==> config.mk <==
export PLATFORM = sky130hd
export DESIGN_NAME = rotated_pixel_group_writer
export DESIGN_NICKNAME = d
export VERILOG_FILES = /design/src/rtl/rpgw_pkg.sv /design/src/rtl/rpgw_front.sv /design/src/rtl/rpgw_fifo.sv /design/src/rtl/rpgw_back.sv /design/src/rtl/rotated_pixel_group_writer.sv
export SDC_FILE = /design/constraint.sdc
export NUM_CORES = 1
export LEC_CHECK = 0
export BUFFER_PORTS_ARGS = -buffer_cell sky130_fd_sc_hd__buf_4
export CAP_MARGIN = 20
export CORE_UTILIZATION = 41
export CTS_CLUSTER_DIAMETER = 40
export DETAILED_ROUTE_END_ITERATION = 8
export GPL_TIMING_DRIVEN = 0
export HOLD_SLACK_MARGIN = 0.15
export PLACE_DENSITY_LB_ADDON = 0.05
export REMOVE_ABC_BUFFERS = 1
export SLEW_MARGIN = 20
export SYNTH_ARGS = -nofsm -noshare
export SYNTH_HDL_FRONTEND = slang
export SYNTH_HIERARCHICAL = 1
export SYNTH_SLANG_ARGS = --single-unit
==> constraint.sdc <==
create_clock -name clk_i -period 14.61 [get_ports clk_i]
set_input_delay 1.461 -clock clk_i [delete_from_list [all_inputs] [get_ports clk_i]]
set_output_delay 1.461 -clock clk_i [all_outputs]
set_load 0.02 [all_outputs]
==> src/rtl/rpgw_pkg.sv <==
package rpgw_pkg;

  // Pixels in one group and the depth of the queue between front and back.
  localparam int unsigned GROUP_PIXELS = 8;
  localparam int unsigned QUEUE_DEPTH  = 2;
  localparam int unsigned QUEUE_PTR_W  = (QUEUE_DEPTH > 1) ? $clog2(QUEUE_DEPTH) : 1;
  localparam int unsigned QUEUE_CNT_W  = $clog2(QUEUE_DEPTH + 1);

  // Configuration port geometry and register indexes.
  localparam int unsigned CFG_IDX_W  = 3;
  localparam int unsigned CFG_DATA_W = 32;
  localparam logic [CFG_IDX_W-1:0] CFG_FRAME_WIDTH  = 3'd0;
  localparam logic [CFG_IDX_W-1:0] CFG_FRAME_HEIGHT = 3'd1;
  localparam logic [CFG_IDX_W-1:0] CFG_LINE_STRIDE  = 3'd2;
  localparam logic [CFG_IDX_W-1:0] CFG_BASE_ADDRESS = 3'd3;
  localparam logic [CFG_IDX_W-1:0] CFG_ROTATION     = 3'd4;

  // Reset values of the configuration registers.
  localparam logic [12:0] RST_FRAME_WIDTH  = 13'd640;
  localparam logic [12:0] RST_FRAME_HEIGHT = 13'd480;
  localparam logic [15:0] RST_LINE_STRIDE  = 16'd2560;
  localparam logic [31:0] RST_BASE_ADDRESS = 32'd0;

  // Bytes per pixel word.
  localparam logic [31:0] PIXEL_BYTES = 32'd4;

  // Rotation codes; the unused code behaves as no rotation.
  typedef enum logic [1:0] {
    ROT_NONE = 2'd0,
    ROT_CCW  = 2'd1,
    ROT_CW   = 2'd2
  } rot_e;

  // Live configuration.
  typedef struct packed {
    logic [12:0] frame_width;
    logic [12:0] frame_height;
    logic [15:0] line_stride;
    logic [31:0] base_address;
    logic [1:0]  rotation_mode;
  } cfg_t;

  // One input beat after unpacking.
  typedef struct packed {
    logic        command;
    logic [11:0] pixel_x;
    logic [11:0] pixel_y;
    logic [7:0]  bit_mask;
    logic [3:0]  pixel_count;
    logic [31:0] pixel_color;
  } item_t;

  // One queued job: address of the group's first pixel and the pixels to write.
  // Bit i of pix_en enables pixel pixel_x + i.
  typedef struct packed {
    logic [31:0]             addr0;
    logic [GROUP_PIXELS-1:0] pix_en;
    logic [31:0]             color;
    logic                    is_xor;
  } job_t;

  // Queue status seen by the front, the back and the checks.
  typedef struct packed {
    logic empty;
    logic full;
  } q_stat_t;

endpackage

==> src/rtl/rpgw_front.sv <==
module rpgw_front import rpgw_pkg::*; (
  input  logic    clk_i,
  input  logic    rst_ni,
  input  cfg_t    cfg_i,
  input  logic    in_valid_i,
  output logic    in_ready_o,
  input  item_t   in_item_i,
  input  q_stat_t q_stat_i,
  output logic    q_push_o,
  output job_t    q_entry_o
);

  logic                    s1_valid_q, s1_valid_d;
  logic [GROUP_PIXELS-1:0] s1_en_q, en_d;
  logic [12:0]             s1_row_q, row_d;
  logic [12:0]             s1_col_q, col_d;
  logic [31:0]             s1_color_q;
  logic                    s1_xor_q;
  logic [28:0]             row_bytes;
  logic                    accept;

  // Classify each pixel of the group: enabled, within count, inside the frame.
  always_comb begin
    for (int i = 0; i < GROUP_PIXELS; i++) begin
      en_d[i] = in_item_i.bit_mask[3'(7 - i)]
             && (4'(i) < in_item_i.pixel_count)
             && ((13'(in_item_i.pixel_x) + 13'(i)) < cfg_i.frame_width)
             && (13'(in_item_i.pixel_y) < cfg_i.frame_height);
    end
  end

  // Physical row and column of the group's first pixel. When any pixel is
  // written, the subtractions cannot go below zero.
  always_comb begin
    case (cfg_i.rotation_mode)
      ROT_CCW: begin
        col_d = 13'(in_item_i.pixel_y);
        row_d = cfg_i.frame_width - 13'd1 - 13'(in_item_i.pixel_x);
      end
      ROT_CW: begin
        col_d = cfg_i.frame_height - 13'd1 - 13'(in_item_i.pixel_y);
        row_d = 13'(in_item_i.pixel_x);
      end
      default: begin
        col_d = 13'(in_item_i.pixel_x);
        row_d = 13'(in_item_i.pixel_y);
      end
    endcase
  end

  // A held group moves on when the queue has room, or drops if nothing is enabled.
  assign in_ready_o = !s1_valid_q || (s1_en_q == '0) || !q_stat_i.full;
  assign accept     = in_valid_i && in_ready_o;
  assign s1_valid_d = accept ? 1'b1 : (in_ready_o ? 1'b0 : s1_valid_q);

  always_ff @(posedge clk_i or negedge rst_ni) begin
    if (!rst_ni) begin
      s1_valid_q <= 1'b0;
    end else begin
      s1_valid_q <= s1_valid_d;
    end
  end

  always_ff @(posedge clk_i) begin
    if (accept) begin
      s1_en_q    <= en_d;
      s1_row_q   <= row_d;
      s1_col_q   <= col_d;
      s1_color_q <= in_item_i.pixel_color;
      s1_xor_q   <= in_item_i.command;
    end
  end

  // Start address: base + row * stride + column * 4, modulo 2^32.
  assign row_bytes = 29'(s1_row_q) * 29'(cfg_i.line_stride);

  assign q_push_o         = s1_valid_q && (s1_en_q != '0) && !q_stat_i.full;
  assign q_entry_o.addr0  = cfg_i.base_address + 32'(row_bytes) + {17'b0, s1_col_q, 2'b00};
  assign q_entry_o.pix_en = s1_en_q;
  assign q_entry_o.color  = s1_color_q;
  assign q_entry_o.is_xor = s1_xor_q;

endmodule

==> src/rtl/rpgw_fifo.sv <==
module rpgw_fifo import rpgw_pkg::*; (
  input  logic    clk_i,
  input  logic    rst_ni,
  input  logic    push_i,
  input  job_t    push_data_i,
  input  logic    pop_i,
  output job_t    head_o,
  output q_stat_t stat_o
);

  job_t                   mem_q [QUEUE_DEPTH];
  logic [QUEUE_PTR_W-1:0] wr_ptr_q, rd_ptr_q;
  logic [QUEUE_CNT_W-1:0] cnt_q;

  function automatic logic [QUEUE_PTR_W-1:0] ptr_next(input logic [QUEUE_PTR_W-1:0] p);
    ptr_next = (p == QUEUE_PTR_W'(QUEUE_DEPTH - 1)) ? '0 : p + 1'b1;
  endfunction

  assign stat_o.empty = (cnt_q == '0);
  assign stat_o.full  = (cnt_q == QUEUE_CNT_W'(QUEUE_DEPTH));
  assign head_o       = mem_q[rd_ptr_q];

  // Pointers and fill level.
  always_ff @(posedge clk_i or negedge rst_ni) begin
    if (!rst_ni) begin
      wr_ptr_q <= '0;
      rd_ptr_q <= '0;
      cnt_q    <= '0;
    end else begin
      if (push_i) begin
        wr_ptr_q <= ptr_next(wr_ptr_q);
      end
      if (pop_i) begin
        rd_ptr_q <= ptr_next(rd_ptr_q);
      end
      if (push_i && !pop_i) begin
        cnt_q <= cnt_q + 1'b1;
      end else if (pop_i && !push_i) begin
        cnt_q <= cnt_q - 1'b1;
      end
    end
  end

  // Entry storage.
  always_ff @(posedge clk_i) begin
    if (push_i) begin
      mem_q[wr_ptr_q] <= push_data_i;
    end
  end

endmodule

==> src/rtl/rpgw_back.sv <==
module rpgw_back import rpgw_pkg::*; (
  input  logic        clk_i,
  input  logic        rst_ni,
  input  cfg_t        cfg_i,
  input  job_t        head_i,
  input  q_stat_t     q_stat_i,
  output logic        q_pop_o,
  output logic        out_valid_o,
  input  logic        out_ready_i,
  output logic [31:0] out_address_o,
  output logic [31:0] out_data_o,
  output logic        out_xor_o,
  output logic        out_last_o
);

  logic [GROUP_PIXELS-1:0] done_q, done_d;
  logic [GROUP_PIXELS-1:0] remain, sel_1h;
  logic [2:0]              sel;
  logic                    is_last;
  logic                    issue;
  logic [31:0]             delta, step, addr;
  logic                    out_valid_q;
  logic [31:0]             out_address_q, out_data_q;
  logic                    out_xor_q, out_last_q;

  // Lowest pending pixel of the head job goes first (ascending x).
  assign remain = head_i.pix_en & ~done_q;
  always_comb begin
    sel = '0;
    for (int i = GROUP_PIXELS - 1; i >= 0; i--) begin
      if (remain[i]) begin
        sel = 3'(i);
      end
    end
  end
  assign sel_1h  = GROUP_PIXELS'(1) << sel;
  assign is_last = ((remain & ~sel_1h) == '0);

  // Address step from one pixel to the next along x.
  always_comb begin
    case (cfg_i.rotation_mode)
      ROT_CCW: delta = 32'd0 - {16'b0, cfg_i.line_stride};
      ROT_CW:  delta = {16'b0, cfg_i.line_stride};
      default: delta = PIXEL_BYTES;
    endcase
  end

  // Offset of pixel sel as a shift-and-add over the three index bits.
  assign step = (sel[0] ? delta : 32'd0)
              + (sel[1] ? {delta[30:0], 1'b0} : 32'd0)
              + (sel[2] ? {delta[29:0], 2'b00} : 32'd0);
  assign addr = head_i.addr0 + step;

  // One write leaves whenever the queue holds a job and the output register is free or being taken.
  assign issue   = !q_stat_i.empty && (!out_valid_q || out_ready_i);
  assign q_pop_o = issue && is_last;
  assign done_d  = issue ? (is_last ? '0 : (done_q | sel_1h)) : done_q;

  always_ff @(posedge clk_i or negedge rst_ni) begin
    if (!rst_ni) begin
      done_q      <= '0;
      out_valid_q <= 1'b0;
    end else begin
      done_q <= done_d;
      if (issue) begin
        out_valid_q <= 1'b1;
      end else if (out_ready_i) begin
        out_valid_q <= 1'b0;
      end
    end
  end

  // Output payload register.
  always_ff @(posedge clk_i) begin
    if (issue) begin
      out_address_q <= addr;
      out_data_q    <= head_i.color;
      out_xor_q     <= head_i.is_xor;
      out_last_q    <= is_last;
    end
  end

  assign out_valid_o   = out_valid_q;
  assign out_address_o = out_address_q;
  assign out_data_o    = out_data_q;
  assign out_xor_o     = out_xor_q;
  assign out_last_o    = out_last_q;

endmodule

==> src/rtl/rotated_pixel_group_writer.sv <==
// Channel   Dir  Beat contents
// s_axis    in   one pixel group: start x/y, mask, count, color; tuser = XOR command
// m_axis    out  one pixel write: address and color; tuser = XOR, tlast = final write
// cfg       in   register write: index and data, taken on every enabled edge
//
// Each input beat is accepted into the front stage; the back end then sends one write
// per cycle while the output is ready, one per pixel written (up to 8), as there is a single
// output port; a group with no writes is dropped in the front stage without queueing.
// An accepted group is held in the front stage register until the queue has room; its
// first write leaves from the output register. Front and back are parted by a two-entry
// queue, so input keeps flowing while output is stalled, until the queue fills.
// Reset clears control state only; registers take their documented defaults.
module rotated_pixel_group_writer import rpgw_pkg::*; (
  input  logic                  clk_i,
  input  logic                  rst_ni,
  input  logic                  s_axis_tvalid,
  output logic                  s_axis_tready,
  // [11:0] pixel_x, [23:12] pixel_y, [31:24] bit_mask, [35:32] pixel_count,
  // [67:36] pixel_color, [71:68] zero
  input  logic [71:0]           s_axis_tdata,
  // [0] command
  input  logic                  s_axis_tuser,
  output logic                  m_axis_tvalid,
  input  logic                  m_axis_tready,
  // [31:0] write_address, [63:32] write_data
  output logic [63:0]           m_axis_tdata,
  // [0] is_xor
  output logic                  m_axis_tuser,
  output logic                  m_axis_tlast,
  input  logic                  cfg_we_i,
  input  logic [CFG_IDX_W-1:0]  cfg_index_i,
  input  logic [CFG_DATA_W-1:0] cfg_data_i
);

  cfg_t        cfg_q;
  item_t       in_item;
  job_t        q_entry, q_head;
  q_stat_t     q_stat;
  logic        q_push, q_pop;
  logic [31:0] out_address, out_data;

  // Configuration registers.
  always_ff @(posedge clk_i or negedge rst_ni) begin
    if (!rst_ni) begin
      cfg_q.frame_width   <= RST_FRAME_WIDTH;
      cfg_q.frame_height  <= RST_FRAME_HEIGHT;
      cfg_q.line_stride   <= RST_LINE_STRIDE;
      cfg_q.base_address  <= RST_BASE_ADDRESS;
      cfg_q.rotation_mode <= ROT_NONE;
    end else if (cfg_we_i) begin
      case (cfg_index_i)
        CFG_FRAME_WIDTH:  cfg_q.frame_width   <= cfg_data_i[12:0];
        CFG_FRAME_HEIGHT: cfg_q.frame_height  <= cfg_data_i[12:0];
        CFG_LINE_STRIDE:  cfg_q.line_stride   <= cfg_data_i[15:0];
        CFG_BASE_ADDRESS: cfg_q.base_address  <= cfg_data_i[31:0];
        CFG_ROTATION:     cfg_q.rotation_mode <= cfg_data_i[1:0];
        default: ;
      endcase
    end
  end

  // Unpack the input beat.
  assign in_item.command     = s_axis_tuser;
  assign in_item.pixel_x     = s_axis_tdata[11:0];
  assign in_item.pixel_y     = s_axis_tdata[23:12];
  assign in_item.bit_mask    = s_axis_tdata[31:24];
  assign in_item.pixel_count = s_axis_tdata[35:32];
  assign in_item.pixel_color = s_axis_tdata[67:36];

  rpgw_front u_front (
    .clk_i      (clk_i),
    .rst_ni     (rst_ni),
    .cfg_i      (cfg_q),
    .in_valid_i (s_axis_tvalid),
    .in_ready_o (s_axis_tready),
    .in_item_i  (in_item),
    .q_stat_i   (q_stat),
    .q_push_o   (q_push),
    .q_entry_o  (q_entry)
  );

  rpgw_fifo u_fifo (
    .clk_i       (clk_i),
    .rst_ni      (rst_ni),
    .push_i      (q_push),
    .push_data_i (q_entry),
    .pop_i       (q_pop),
    .head_o      (q_head),
    .stat_o      (q_stat)
  );

  rpgw_back u_back (
    .clk_i         (clk_i),
    .rst_ni        (rst_ni),
    .cfg_i         (cfg_q),
    .head_i        (q_head),
    .q_stat_i      (q_stat),
    .q_pop_o       (q_pop),
    .out_valid_o   (m_axis_tvalid),
    .out_ready_i   (m_axis_tready),
    .out_address_o (out_address),
    .out_data_o    (out_data),
    .out_xor_o     (m_axis_tuser),
    .out_last_o    (m_axis_tlast)
  );

  assign m_axis_tdata = {out_data, out_address};

`ifndef SYNTH
  // The front never writes into a full queue.
  assert property (@(posedge clk_i) disable iff (!rst_ni) q_push |-> !q_stat.full)
    else $error("queue push while full");

  // The back never retires a job from an empty queue.
  assert property (@(posedge clk_i) disable iff (!rst_ni) q_pop |-> !q_stat.empty)
    else $error("queue pop while empty");

  // While a write that is not the group's final one waits, its job is still queued.
  assert property (@(posedge clk_i) disable iff (!rst_ni)
    (m_axis_tvalid && !m_axis_tlast) |-> !q_stat.empty)
    else $error("job retired before its final write");
`endif

endmodule
==> impl_results.md, run 1 <==
- Number of gates resized after CTS: 0
- Register bit count reported by yosys: 365
- Pin count of the biggest net entering global routing: 91
- Number of setup buffers added after CTS: 0
- Final Hold Vio Count: 0
- Slowest-stage cell, CP: sky130_fd_sc_hd__dfrtp_4
- Final critical-path share of the clock period: 49.7%
- Initial Util: 41.5%
- Final number of max-transition violations: 0
- Number of levels in the clock H-tree: 3
- Count of pins on the block boundary: 181
- Cell with the most instances on the worst path: sky130_fd_sc_hd__fa_1
- CP cell instances: buf_16 -> mux2_4 -> nor2b_1 -> o21ai_0 -> a21oi_1 -> o21a_1 -> nor2_2 -> nand2_1 -> fa_1 -> fa_1 -> inv_1 -> ha_1 -> a21o_1 -> a31o_2 -> a221oi_1 -> o21ai_1 -> a211oi_2 -> nor3_1 -> o22ai_1 -> xnor2_1
- Root Buffer Master: sky130_fd_sc_hd__clkbuf_16
- Net count, final: 3300
- Number of instances in the synthesized netlist: 2534
- Relative slew slack: 32.7%
- CP Max Fanout: 42
- Final worst clock skew: 49.0 ps
- Type of the tightest min-delay check: register to register
- Total number of yosys warnings: 6
- Reported max-cap violation count: 0
- Count of flip-flops with a built-in enable after synthesis: 275
- Data arrival at the endpoint of the critical path: 7640 ps
- Asr flop ratio synth: 24.7%
- Horizontal die dimension: 266 um
- Register-to-Register Setup Slack: 7350 ps
- Tmin final: 7260 ps
- Detailed-routing iteration count for the pre-antenna-repair pass: 5
- Crit Reg-Reg Endpoint: u_back/out_address_o[31]
- Vias per inst: 5.00
- Initial antenna violation count: 2
- Site Rows: 96
- Nature of the critical path startpoint: register
- Layout cell share with drive strength beyond 1: 18.2%
- Sum of overflow across all layers after global routing: 0
- Post-Route WL: 66.7 mm
- Critical path buffer and inverter count: 2
- RSZ-0062 raised after global routing: false
- Wire length of the first global-routing pass: 107 mm
- DRC violation count after routing: 0
- Antenna cell count: 0
- Largest delay contributor family on the critical path: compound AO/OA/AOI/OAI gates
- Worst flop-to-flop path startpoint: u_fifo/rd_ptr_q
- Core outline area: 68700 um2
- Post-detailed-route wirelength per cell: 18.0 um
- CTS tree: yes
- Clk_lat worst skew: 630 ps
- Outcome: finished, final reports clean
- Post-DP HPWL: 51.0 mm
- Top achievable clock speed: 138 MHz
- Hold buffers post-CTS: 0
- Vias in the first global route: 19442
- Area share of the leading cell type in the synthesized netlist: 28.9%
- Combined global-route utilization of all metal layers: 19.4%
- Cell type with the highest aggregate area in the netlist: sky130_fd_sc_hd__edfxtp_1
- Post-detailed-route count of antenna-violating nets: 0
- Slew at the pin closest to its max-slew limit: 984 ps
- Gp weighted congestion: 0.842
- Maximum root-to-sink buffer count: 3
- Number of distinct library cells after synthesis: 80
- Most common library cell in the layout ignoring fill and taps: sky130_fd_sc_hd__inv_1
- Endpoint kind of the worst setup timing path: register
- Worst stage delay on the critical path: 890 ps
- Number of input and output port buffers inserted: 172
- Design area: 33400 um2
- Layout area overhead: 17.0%
- Number of buffers created by CTS: 72
- Average size of a mapped cell: 11.3 um2
- Clock transition at the register clock pins on the worst setup and hold paths after CTS: 50 ps
- Synthesized area: 28500 um2
- Top area cells in the synthesized netlist: sky130_fd_sc_hd__edfxtp_1, sky130_fd_sc_hd__fa_1, sky130_fd_sc_hd__ha_1
- HP Start: u_front/s1_color_q[12]
- Final setup violation count: 0
- Critical path data required time: 14980 ps
- Hold-critical path depth: 0
- DR vias: 18494
- Sum of negative setup slack: 0 ps
- Height of the die: 266 um
- Number of design-rule violations left by the first detailed-router iteration: 901
- Most frequently used flop master after synthesis: sky130_fd_sc_hd__edfxtp_1
- Die area: 70600 um2
- Portion of the post-synthesis area used by sequential elements: 36.9%
- Highest-count cells in the layout ignoring fill and taps: sky130_fd_sc_hd__inv_1, sky130_fd_sc_hd__edfxtp_1, sky130_fd_sc_hd__fa_1, sky130_fd_sc_hd__nand2_1, sky130_fd_sc_hd__ha_1
- Critical path start-end classification: register to register
- Area after DPL: 30900 um2
- Worst Reg2Reg Path Length in Cells: 20
- Clock tree sinks: 365
- Worst hold path endpoint: u_fifo/mem_q[1][13]
- Layout Utilization: 48.6%
[worst reg2reg max path, delay by kind of cell, from the launching register on]
kind	cells	cell delay, ps
DFF	1	890
buffers and inverters	2	370
muxes	1	370
AOI/OAI and AO/OA	9	2020
and+or+nand+nor	4	1620
adders and majority gates	3	1640
xor gates and xnor gates	1	90
[synth_stat cells, types with 60 or more instances]
cell type                    n
sky130_fd_sc_hd__xnor2_1    80
sky130_fd_sc_hd__nand2_1   229
sky130_fd_sc_hd__mux2_2     89
sky130_fd_sc_hd__ha_1      222
sky130_fd_sc_hd__dfrtp_1    82
sky130_fd_sc_hd__inv_1     374
sky130_fd_sc_hd__mux2_4     60
sky130_fd_sc_hd__clkbuf_1   62
sky130_fd_sc_hd__o21ai_0    70
sky130_fd_sc_hd__and2_1    106
sky130_fd_sc_hd__edfxtp_1  275
sky130_fd_sc_hd__fa_1      255
sky130_fd_sc_hd__a21oi_1   100
sky130_fd_sc_hd__nor2_1    102
[cell families after synthesis]
family          Yosys count  synth area share, %
compound gates          355                 8.22
xor+xnor                112                 3.44
fa+ha+maj               478                 27.7
buf+inv                 466                 6.52
flops                   365                 36.9
mux                     151                 6.74
other cells               1               0.0131
simple gates            606                 10.5
[layout make-up]
| cell class | count | area, um2 |
|---|---|---|
| Clock buffer | 81 | 1880 |
| Clock inverter | 52 | 639 |
| Fill cell | 6273 | 35300 |
| Inverter | 381 | 1430 |
| Multi-Input combinational cell | 1706 | 16200 |
| Sequential cell | 365 | 10500 |
| Tap cell | 931 | 1160 |
| Timing Repair Buffer | 184 | 1530 |
[registers in the layout, indices dropped and copies added (netlist names)]
name	flops
cfg_q	76
u_front/s1_col_q	13
u_front/s1_xor_q	1
u_fifo/rd_ptr_q	1
u_front/s1_valid_q	1
u_fifo/cnt_q	2
u_front/s1_color_q	32
u_fifo/mem_q	146
u_back/done_q	8
u_front/s1_en_q	4
u_back/out_address_o	32
u_back/out_last_o	1
u_back/out_valid_o	1
u_fifo/wr_ptr_q	1
u_back/out_xor_o	1
u_back/out_data_o	32
u_front/s1_row_q	13
[routing by layer]
metal	vias up	wire [um]	global-route usage, %
met5	-	0	0
met4	0	1190	4.97
met3	90	3070	3.29
met2	373	31800	32.6
met1	9136	30600	25.9
li1	8895	-	-
[worst max-delay path by stage]
stage                     from                        to  slack (ps)  depth (start not counted)
3_5_place_dp   u_fifo/rd_ptr_q  u_back/out_address_o[31]        7230                         20
3_3_place_gp   u_fifo/rd_ptr_q  u_back/out_address_o[31]        4320                         19
4_1_cts        u_fifo/rd_ptr_q  u_back/out_address_o[31]        7200                         20
2_1_floorplan  u_fifo/rd_ptr_q  u_back/out_address_o[29]        6710                         19
5_1_grt        u_fifo/rd_ptr_q  u_back/out_address_o[31]        6760                         20
6_report       u_fifo/rd_ptr_q  u_back/out_address_o[31]        7350                         20
[metrics by stage]
step,worst slack [ps],hold WS (ps),std cells
6_report,7350,409,3700
5_1_grt,6760,405,3700
4_1_cts,7200,391,3700
3_5_place_dp,7230,433,3567
3_3_place_gp,4320,423,3555
2_1_floorplan,6710,421,2452
Power of run 1 is not shown: default switching activity piles up to over one toggle a cycle in this logic, so the estimate is an artifact.
==> inputs of run 2 (changes only) <==
--- a/config.mk
+++ b/config.mk
@@ -5,6 +5,7 @@
 export SDC_FILE = /design/constraint.sdc
 export NUM_CORES = 1
 export LEC_CHECK = 0
+export ABC_AREA = 1
 export BUFFER_PORTS_ARGS = -buffer_cell sky130_fd_sc_hd__buf_4
 export CAP_MARGIN = 20
 export CORE_UTILIZATION = 41
==> constraint.sdc (replaced) <==
create_clock -name clk_i -period 7.6 [get_ports clk_i]
set_input_delay 0.76 -clock clk_i [delete_from_list [all_inputs] [get_ports clk_i]]
set_output_delay 0.76 -clock clk_i [all_outputs]
set_load 0.02 [all_outputs]
==> run 2 against run 1 <==
The run now ends with DRC left; worst hold slack got worse by 140 ps; first-iteration DRC count rose by 25%; global-route usage grew 2.9 points; cell area grew 5.1%; maximum frequency grew 17%; largest cell class unchanged.
==> impl_results.md, run 2 <==
- Outcome: complete, but fails checks
- Failing checks: DRC
- CTS tree: yes
- Global-route track usage on met3: 2.88% (-0.41 points)
- Layout area overhead: 15.5%
- Antenna cell count: 0 (unchanged)
- Most frequently used flop master after synthesis: sky130_fd_sc_hd__edfxtp_1
- Tmin final: 6220 ps (-1040 ps)
- Worst Reg2Reg Path Length in Cells: 18 (-10%)
- Initial Util: 41.5% (about the same)
- Vias in the first global route: 23249 (+20%)
- Core outline area: 73100 um2 (+6.4%)
- Most common library cells after synthesis: sky130_fd_sc_hd__nand2_1, sky130_fd_sc_hd__inv_1, sky130_fd_sc_hd__edfxtp_1
- Post-detailed-route count of antenna-violating nets: 0 (unchanged)
- CP cell instances: nand2_1 -> fa_1 -> fa_1 -> inv_1 -> fa_1 -> fa_1 -> fa_1 -> inv_1 -> fa_1 -> inv_1 -> ha_1 -> nand2_1 -> inv_1 -> nand2_1 -> nor3_1 -> nand3_1 -> nand4_1 -> nand2_1
- Register bit count reported by yosys: 365 (unchanged)
- Post-detailed-route wirelength per cell: 17.9 um (-0.45%)
- Hold buffers post-CTS: 0 (unchanged)
- Number of setup buffers added after CTS: 0 (unchanged)
- Slowest-stage cell, CP: sky130_fd_sc_hd__dfrtp_1
- Critical path start-end classification: register to register
- Most common cell in the netlist: sky130_fd_sc_hd__nand2_1
- Critical path data required time: 7940 ps (-7040 ps)
- Reported max-cap violation count: 0 (unchanged)
- Number of design-rule violations left by the first detailed-router iteration: 1127 (+25%)
- Final cell count without fillers: 4564 (+23%)
- Most common library cell in the layout ignoring fill and taps: sky130_fd_sc_hd__nand2_1
- Final critical-path share of the clock period: 81.9% (+32 points)
- Final setup violation count: 0 (unchanged)
- Design area: 35100 um2 (+5.1%)
- Number of distinct library cells after synthesis: 58 (-28%)
- Number of instances in the synthesized netlist: 3387 (+34%)
- Cell type with the highest aggregate area in the netlist: sky130_fd_sc_hd__edfxtp_1
- Number of input and output port buffers inserted: 172 (unchanged)
- Height of the die: 274 um (+3.1%)
- Number of gates resized after CTS: 0 (unchanged)
- Top reg by flops: u_fifo/mem_q
- Wire length of the first global-routing pass: 128 mm (+20%)
- Count of pins on the block boundary: 181 (unchanged)
- Post-Route WL: 81.9 mm (+23%)
- Sum of overflow across all layers after global routing: 0 (unchanged)
- Type of the tightest min-delay check: input pin to async pin
- DRC violation count after routing: 10 (+10)
- Top Registers: u_fifo/mem_q (146), cfg_q (76)
- Vias per inst: 4.85 (-2.9%)
- Die area: 75100 um2 (+6.4%)
- Crit Reg-Reg Endpoint: u_fifo/mem_q[0][66]
- Number of buffers created by CTS: 68 (-5.6%)
- Maximum root-to-sink buffer count: 3 (unchanged)
- Horizontal die dimension: 274 um (+3.1%)
- Gp weighted congestion: 0.920 (+9.3%)
- Combined global-route utilization of all metal layers: 22.3% (+2.9 points)
- Synthesized area: 30400 um2 (+6.4%)
- Average size of a mapped cell: 8.96 um2 (-20%)
- Final number of max-transition violations: 0 (unchanged)
- Initial antenna violation count: 0 (-2)
- Clock transition at the register clock pins on the worst setup and hold paths after CTS: 50 ps (about the same)
- Count of flip-flops with a built-in enable after synthesis: 275 (unchanged)
- Clk_lat worst skew: 620 ps (about the same)
- Portion of the post-synthesis area used by sequential elements: 34.7% (-2.2 points)
- Register-to-Register Setup Slack: 1380 ps (-5970 ps)
- Net count, final: 4141 (+25%)
- Slew at the pin closest to its max-slew limit: 1100 ps (+118 ps)
- Endpoint kind of the worst setup timing path: register
- Data arrival at the endpoint of the critical path: 6560 ps (-1080 ps)
- Cell with the most instances on the worst path: sky130_fd_sc_hd__fa_1
- RSZ-0062 raised after global routing: false
- Total of fill cells in the finished design: 7064 (+13%)
- Total number of yosys warnings: 6 (unchanged)
- Placed instance count: 4439 (+24%)
- Clock tree sinks: 365 (unchanged)
- Layout Utilization: 48.0% (-0.60 points)
- DR vias: 22144 (+20%)
- Layout cell share with drive strength beyond 1: 12.7% (-5.5 points)
- Worst flop-to-flop path startpoint: cfg_q[46]
- Root Buffer Master: sky130_fd_sc_hd__clkbuf_16
- Max FFs per register: 146 (unchanged)
- Post-DP HPWL: 66.9 mm (+31%)
- CP Max Fanout: 19 (-55%)
- Top area cells in the synthesized netlist: sky130_fd_sc_hd__edfxtp_1, sky130_fd_sc_hd__fa_1, sky130_fd_sc_hd__nand2_1
- Top achievable clock speed: 161 MHz (+17%)
- Met1 layer usage reported by global route: 27.9% (+2.0 points)
- Pin count of the biggest net entering global routing: 91 (unchanged)
- Routing usage on met2: 39.7% (+7.1 points)
- Worst stage delay on the critical path: 1060 ps (+170 ps)
- Asr flop ratio synth: 24.7% (unchanged)
- Site Rows: 99 (+3.1%)
- Final Hold Vio Count: 0 (unchanged)
- Area after DPL: 32600 um2 (+5.7%)
- Area share of the leading cell type in the synthesized netlist: 27.2% (-1.7 points)
- Detailed-routing iteration count for the pre-antenna-repair pass: 8 (+3)
- Number of levels in the clock H-tree: 3 (unchanged)
- Relative slew slack: 26.5% (-6.2 points)
- Worst hold margin: 269 ps (-140 ps)
- Nature of the critical path startpoint: register
- Highest-count cells in the layout ignoring fill and taps: sky130_fd_sc_hd__nand2_1, sky130_fd_sc_hd__inv_1, sky130_fd_sc_hd__edfxtp_1, sky130_fd_sc_hd__fa_1, sky130_fd_sc_hd__ha_1
- Final worst clock skew: 51.5 ps (+2.51 ps)
- Most utilized layer in the global route result: met2
[run 2: cell types whose count changed after synthesis, sizes merged, moves of 18 or more]
cell    delta
nand3    +129
xor2      +35
xnor2     -68
nor2b     -21
nand2b    -25
nand2    +714
a21o      -40
and2     -103
inv      +332
nor2      +75
or3       -18
buf       +23
mux2      -76
[run 2: routing by layer]
layer	part of all wire (%)	vias to the layer above
li1	-	10904
met1	43	10693
met2	51	428
met3	3.3	119
met4	2.4	0
met5	0	-
[run 2: worst max-delay path: cells and delay by family, from the launching register on]
| kind | cells | cell delay, ps |
|---|---|---|
| fa+ha+maj | 7 | 3440 |
| buf+inv | 4 | 270 |
| flops | 1 | 1060 |
| simple gates | 7 | 1160 |
[run 2: how the worst max path moves through the flow]
stage	end	slack, ps	from	cells past startpoint
after CTS	u_fifo/mem_q[0][66]	1430	cfg_q[46]	18
after global placement	u_back/out_address_o[28]	-1240	u_fifo/rd_ptr_q	20
final	u_fifo/mem_q[0][66]	1380	cfg_q[46]	18
after global routing	u_fifo/mem_q[1][70]	1070	cfg_q[41]	19
after detailed placement	u_fifo/mem_q[0][66]	1430	cfg_q[46]	18
after floorplan	u_back/out_address_o[21]	900	u_fifo/rd_ptr_q	21
[run 2: area by class of cell]
class / instances / area, um2 / share of cell area (%)
Sequential cell: 365 / 10500 / 30.0
Inverter: 711 / 2680 / 7.63
Multi-Input combinational cell: 2222 / 16700 / 47.6
Clock buffer: 79 / 1790 / 5.11
Clock inverter: 45 / 626 / 1.78
Tap cell: 959 / 1200 / 3.42
Timing Repair Buffer: 183 / 1550 / 4.43
[run 2: stage by stage]
step	TNS [ps]	setup slack, ps
floorplan	0	898
finish	0	1380
global route	0	1070
detailed placement	0	1430
CTS	0	1430
global placement	-20290	-1240
[run 2: kinds of logic after synthesis]
logic type      count (synthesis)  share of synthesized area (%)
fa+ha+maj                     477                           26.0
buf+inv                       803                           10.5
compound gates                251                           4.75
flops                         365                           34.7
simple gates                 1338                           18.4
mux                            73                           3.45
xor+xnor                       79                           2.30
other cells                     1                         0.0124
Power of run 2 is left out for the same reason.
==> inputs of run 3 (changes only) <==
==> constraint.sdc (replaced) <==
create_clock -name clk_i -period 5.15 [get_ports clk_i]
set_input_delay 0.515 -clock clk_i [delete_from_list [all_inputs] [get_ports clk_i]]
set_output_delay 0.515 -clock clk_i [all_outputs]
set_load 0.02 [all_outputs]
==> run 3 against run 2 <==
The flow finishes with violations (DRC, setup timing); first-iteration DRC count down 5.3%; register-to-register slack worse by 1600 ps; final cell count up 4.5%; worst hold slack worse by 99 ps; critical path depth up 2; worst setup slack worse by 1600 ps; sequential share of layout area down 2.6 points; sequential cell count unchanged; maximum frequency up 16%; highest routed layer unchanged.
==> impl_results.md, run 3 (synthesis results as in run 2) <==
- Outcome: complete, but fails checks
- Failing checks: DRC, setup timing
- Initial Util: 41.5% (unchanged)
- Count of pins on the block boundary: 181 (unchanged)
- Layout cell share with drive strength beyond 1: 24.3% (+12 points)
- Height of the die: 274 um (unchanged)
- Reported max-cap violation count: 0 (unchanged)
- Die area: 75100 um2 (unchanged)
- Final worst clock skew: 48.7 ps (-2.88 ps)
- Vias in the first global route: 24199 (+4.1%)
- Total of fill cells in the finished design: 6776 (-4.1%)
- Root Buffer Master: sky130_fd_sc_hd__clkbuf_16
- Post-layout worst setup margin: -218 ps (-1600 ps)
- Data arrival at the endpoint of the critical path: 5730 ps (-830 ps)
- Final setup violation count: 40 (+40)
- DRC violation count after routing: 10 (unchanged)
- Number of levels in the clock H-tree: 3 (unchanged)
- Number of buffers created by CTS: 68 (unchanged)
- Sum of negative setup slack: -6200 ps (-6200 ps)
- DR vias: 23132 (+4.5%)
- CP Max Fanout: 8 (-11)
- Layout area overhead: 27.0%
- Most common library cell in the layout ignoring fill and taps: sky130_fd_sc_hd__nand2_1
- Combined global-route utilization of all metal layers: 23.1% (+0.84 points)
- Top reg by flops: u_fifo/mem_q
- Slew at the pin closest to its max-slew limit: 1020 ps (-85.3 ps)
- Initial antenna violation count: 0 (unchanged)
- Wire length of the first global-routing pass: 133 mm (+3.9%)
- Post-detailed-route count of antenna-violating nets: 0 (unchanged)
- Net count, final: 4346 (+5.0%)
- Post-DP HPWL: 66.9 mm (unchanged)
- Post-detailed-route wirelength per cell: 18.2 um (+1.5%)
- CP cell instances: buf_6 -> nand2_4 -> inv_2 -> fa_1 -> inv_1 -> fa_1 -> inv_2 -> fa_1 -> fa_2 -> fa_2 -> fa_2 -> ha_4 -> nand2_4 -> buf_12 -> nor2_4 -> nand3_2 -> nand3_4 -> nand2_4 -> nand3_2 -> nand2_2
- Antenna cell count: 0 (unchanged)
- Site Rows: 99 (unchanged)
- Worst stage delay on the critical path: 560 ps (-500 ps)
- Critical path start-end classification: register to register
- Number of input and output port buffers inserted: 172 (unchanged)
- Clock transition at the register clock pins on the worst setup and hold paths after CTS: 50 ps (about the same)
- RSZ-0062 raised after global routing: true
- Horizontal die dimension: 274 um (unchanged)
- Detailed-routing iteration count for the pre-antenna-repair pass: 7 (-1)
- Maximum root-to-sink buffer count: 3 (unchanged)
- Type of the tightest min-delay check: input pin to register
- Number of design-rule violations left by the first detailed-router iteration: 1067 (-5.3%)
- Gp weighted congestion: 0.920 (unchanged)
- Tmin final: 5370 ps (-854 ps)
- Post-Route WL: 86.9 mm (+6.1%)
- Top Registers: u_fifo/mem_q (146), cfg_q (76)
- Area of the multi-input gates: 18200 um2 (+9.2%)
- CTS tree: yes
- Nature of the critical path startpoint: register
- Max FFs per register: 146 (unchanged)
- Top achievable clock speed: 186 MHz (+16%)
- Core outline area: 73100 um2 (unchanged)
- Endpoint kind of the worst setup timing path: register
- Clock tree sinks: 365 (unchanged)
- Critical path data required time: 5510 ps (-2430 ps)
- Vias per inst: 4.85 (about the same)
- Pin count of the biggest net entering global routing: 91 (unchanged)
- Clk_lat worst skew: 620 ps (about the same)
- Final number of max-transition violations: 0 (unchanged)
- Final critical-path share of the clock period: 104% (+22 points)
- Sum of overflow across all layers after global routing: 0 (unchanged)
- Final Hold Vio Count: 0 (unchanged)
- Area taken by flip-flops and latches: 10600 um2 (+0.59%)
- Slowest-stage cell, CP: sky130_fd_sc_hd__dfrtp_4
- Relative slew slack: 32.0% (+5.5 points)
- Highest-count cells in the layout ignoring fill and taps: sky130_fd_sc_hd__nand2_1, sky130_fd_sc_hd__inv_1, sky130_fd_sc_hd__buf_4, sky130_fd_sc_hd__edfxtp_1, sky130_fd_sc_hd__fa_1
==> run 3: cell types whose count changed in the layout (fill, tap and decap cells not counted), sizes merged <==
| cell | previous run | this run |
|---|---|---|
| clkinv | 22 | 23 |
| clkinvlp | 7 | 11 |
| dlygate4sd3 | 0 | 51 |
| buf | 183 | 334 |
| inv | 720 | 715 |
| clkbuf | 79 | 81 |
| nor2 | 178 | 179 |
==> run 3: area by class of cell <==
class / instances / share of cell area, %
multi-input cells: 2223 / 47.3
flip-flops and latches: 365 / 27.4
repair buffers: 387 / 8.87
clock buffers: 79 / 4.65
well taps: 959 / 3.11
inverters: 711 / 7.04
clock inverters: 45 / 1.62
==> run 3: worst paths after layout <==
check | startpoint | end | slack [ps] | cells past startpoint
setup / recovery | cfg_q[41] | u_fifo/mem_q[1][71] | -220 | 20
hold / removal | cfg_data_i[16] | cfg_q[18] | 170 | 3
setup reg to reg | cfg_q[41] | u_fifo/mem_q[1][71] | -220 | 20
hold reg to reg | u_front/s1_color_q[24] | u_fifo/mem_q[1][25] | 440 | 0
max in group asynchronous | rst_ni | cfg_q[49] | 3810 | 2
min in group asynchronous | rst_ni | u_back/done_q[5] | 590 | 2
==> run 3: layer usage <==
metal / global-route usage, % / vias to the layer above / wire length [um] / share of wire (%)
met5: 0 / - / 0 / 0
met4: 6.99 / 0 / 1920 / 2.2
met3: 2.84 / 116 / 3060 / 3.5
met2: 41.4 / 412 / 45100 / 52
met1: 28.8 / 11275 / 36800 / 42
li1: - / 11329 / - / -
==> run 3: what timing repair did <==
item	in CTS	in global routing
pin swaps	112	142
endpoints found under the hold margin	132	0
cloned	0	1
gates resized for setup	261	214
hold buffers	51	0
buffers inserted	112	44
endpoints found under the setup margin	67	66
==> run 3: worst max-delay path: cells and delay by family, from the launching register on <==
family | cells | cell delay (ps)
buffers and inverters | 5 | 430
flip-flops | 1 | 560
adder cells (fa/ha/maj) | 7 | 3390
AND/OR/NAND/NOR | 8 | 730
==> run 3: metrics by stage <==
| step | cells | area, um2 | setup slack [ps] | hold slack [ps] | utilization (%) |
|---|---|---|---|---|---|
| global route | 4769 | 38600 | -388 | 166 | 52.8 |
| global placement | 4429 | 32400 | -3690 | 423 | 44.3 |
| finish | 4769 | 38600 | -218 | 171 | 52.8 |
| floorplan | 3298 | 29900 | -1550 | 219 | - |
| CTS | 4726 | 37400 | -193 | 154 | 51.1 |
| detailed placement | 4439 | 32600 | -1020 | 429 | 44.6 |
Power of run 3 is left out for the same reason.
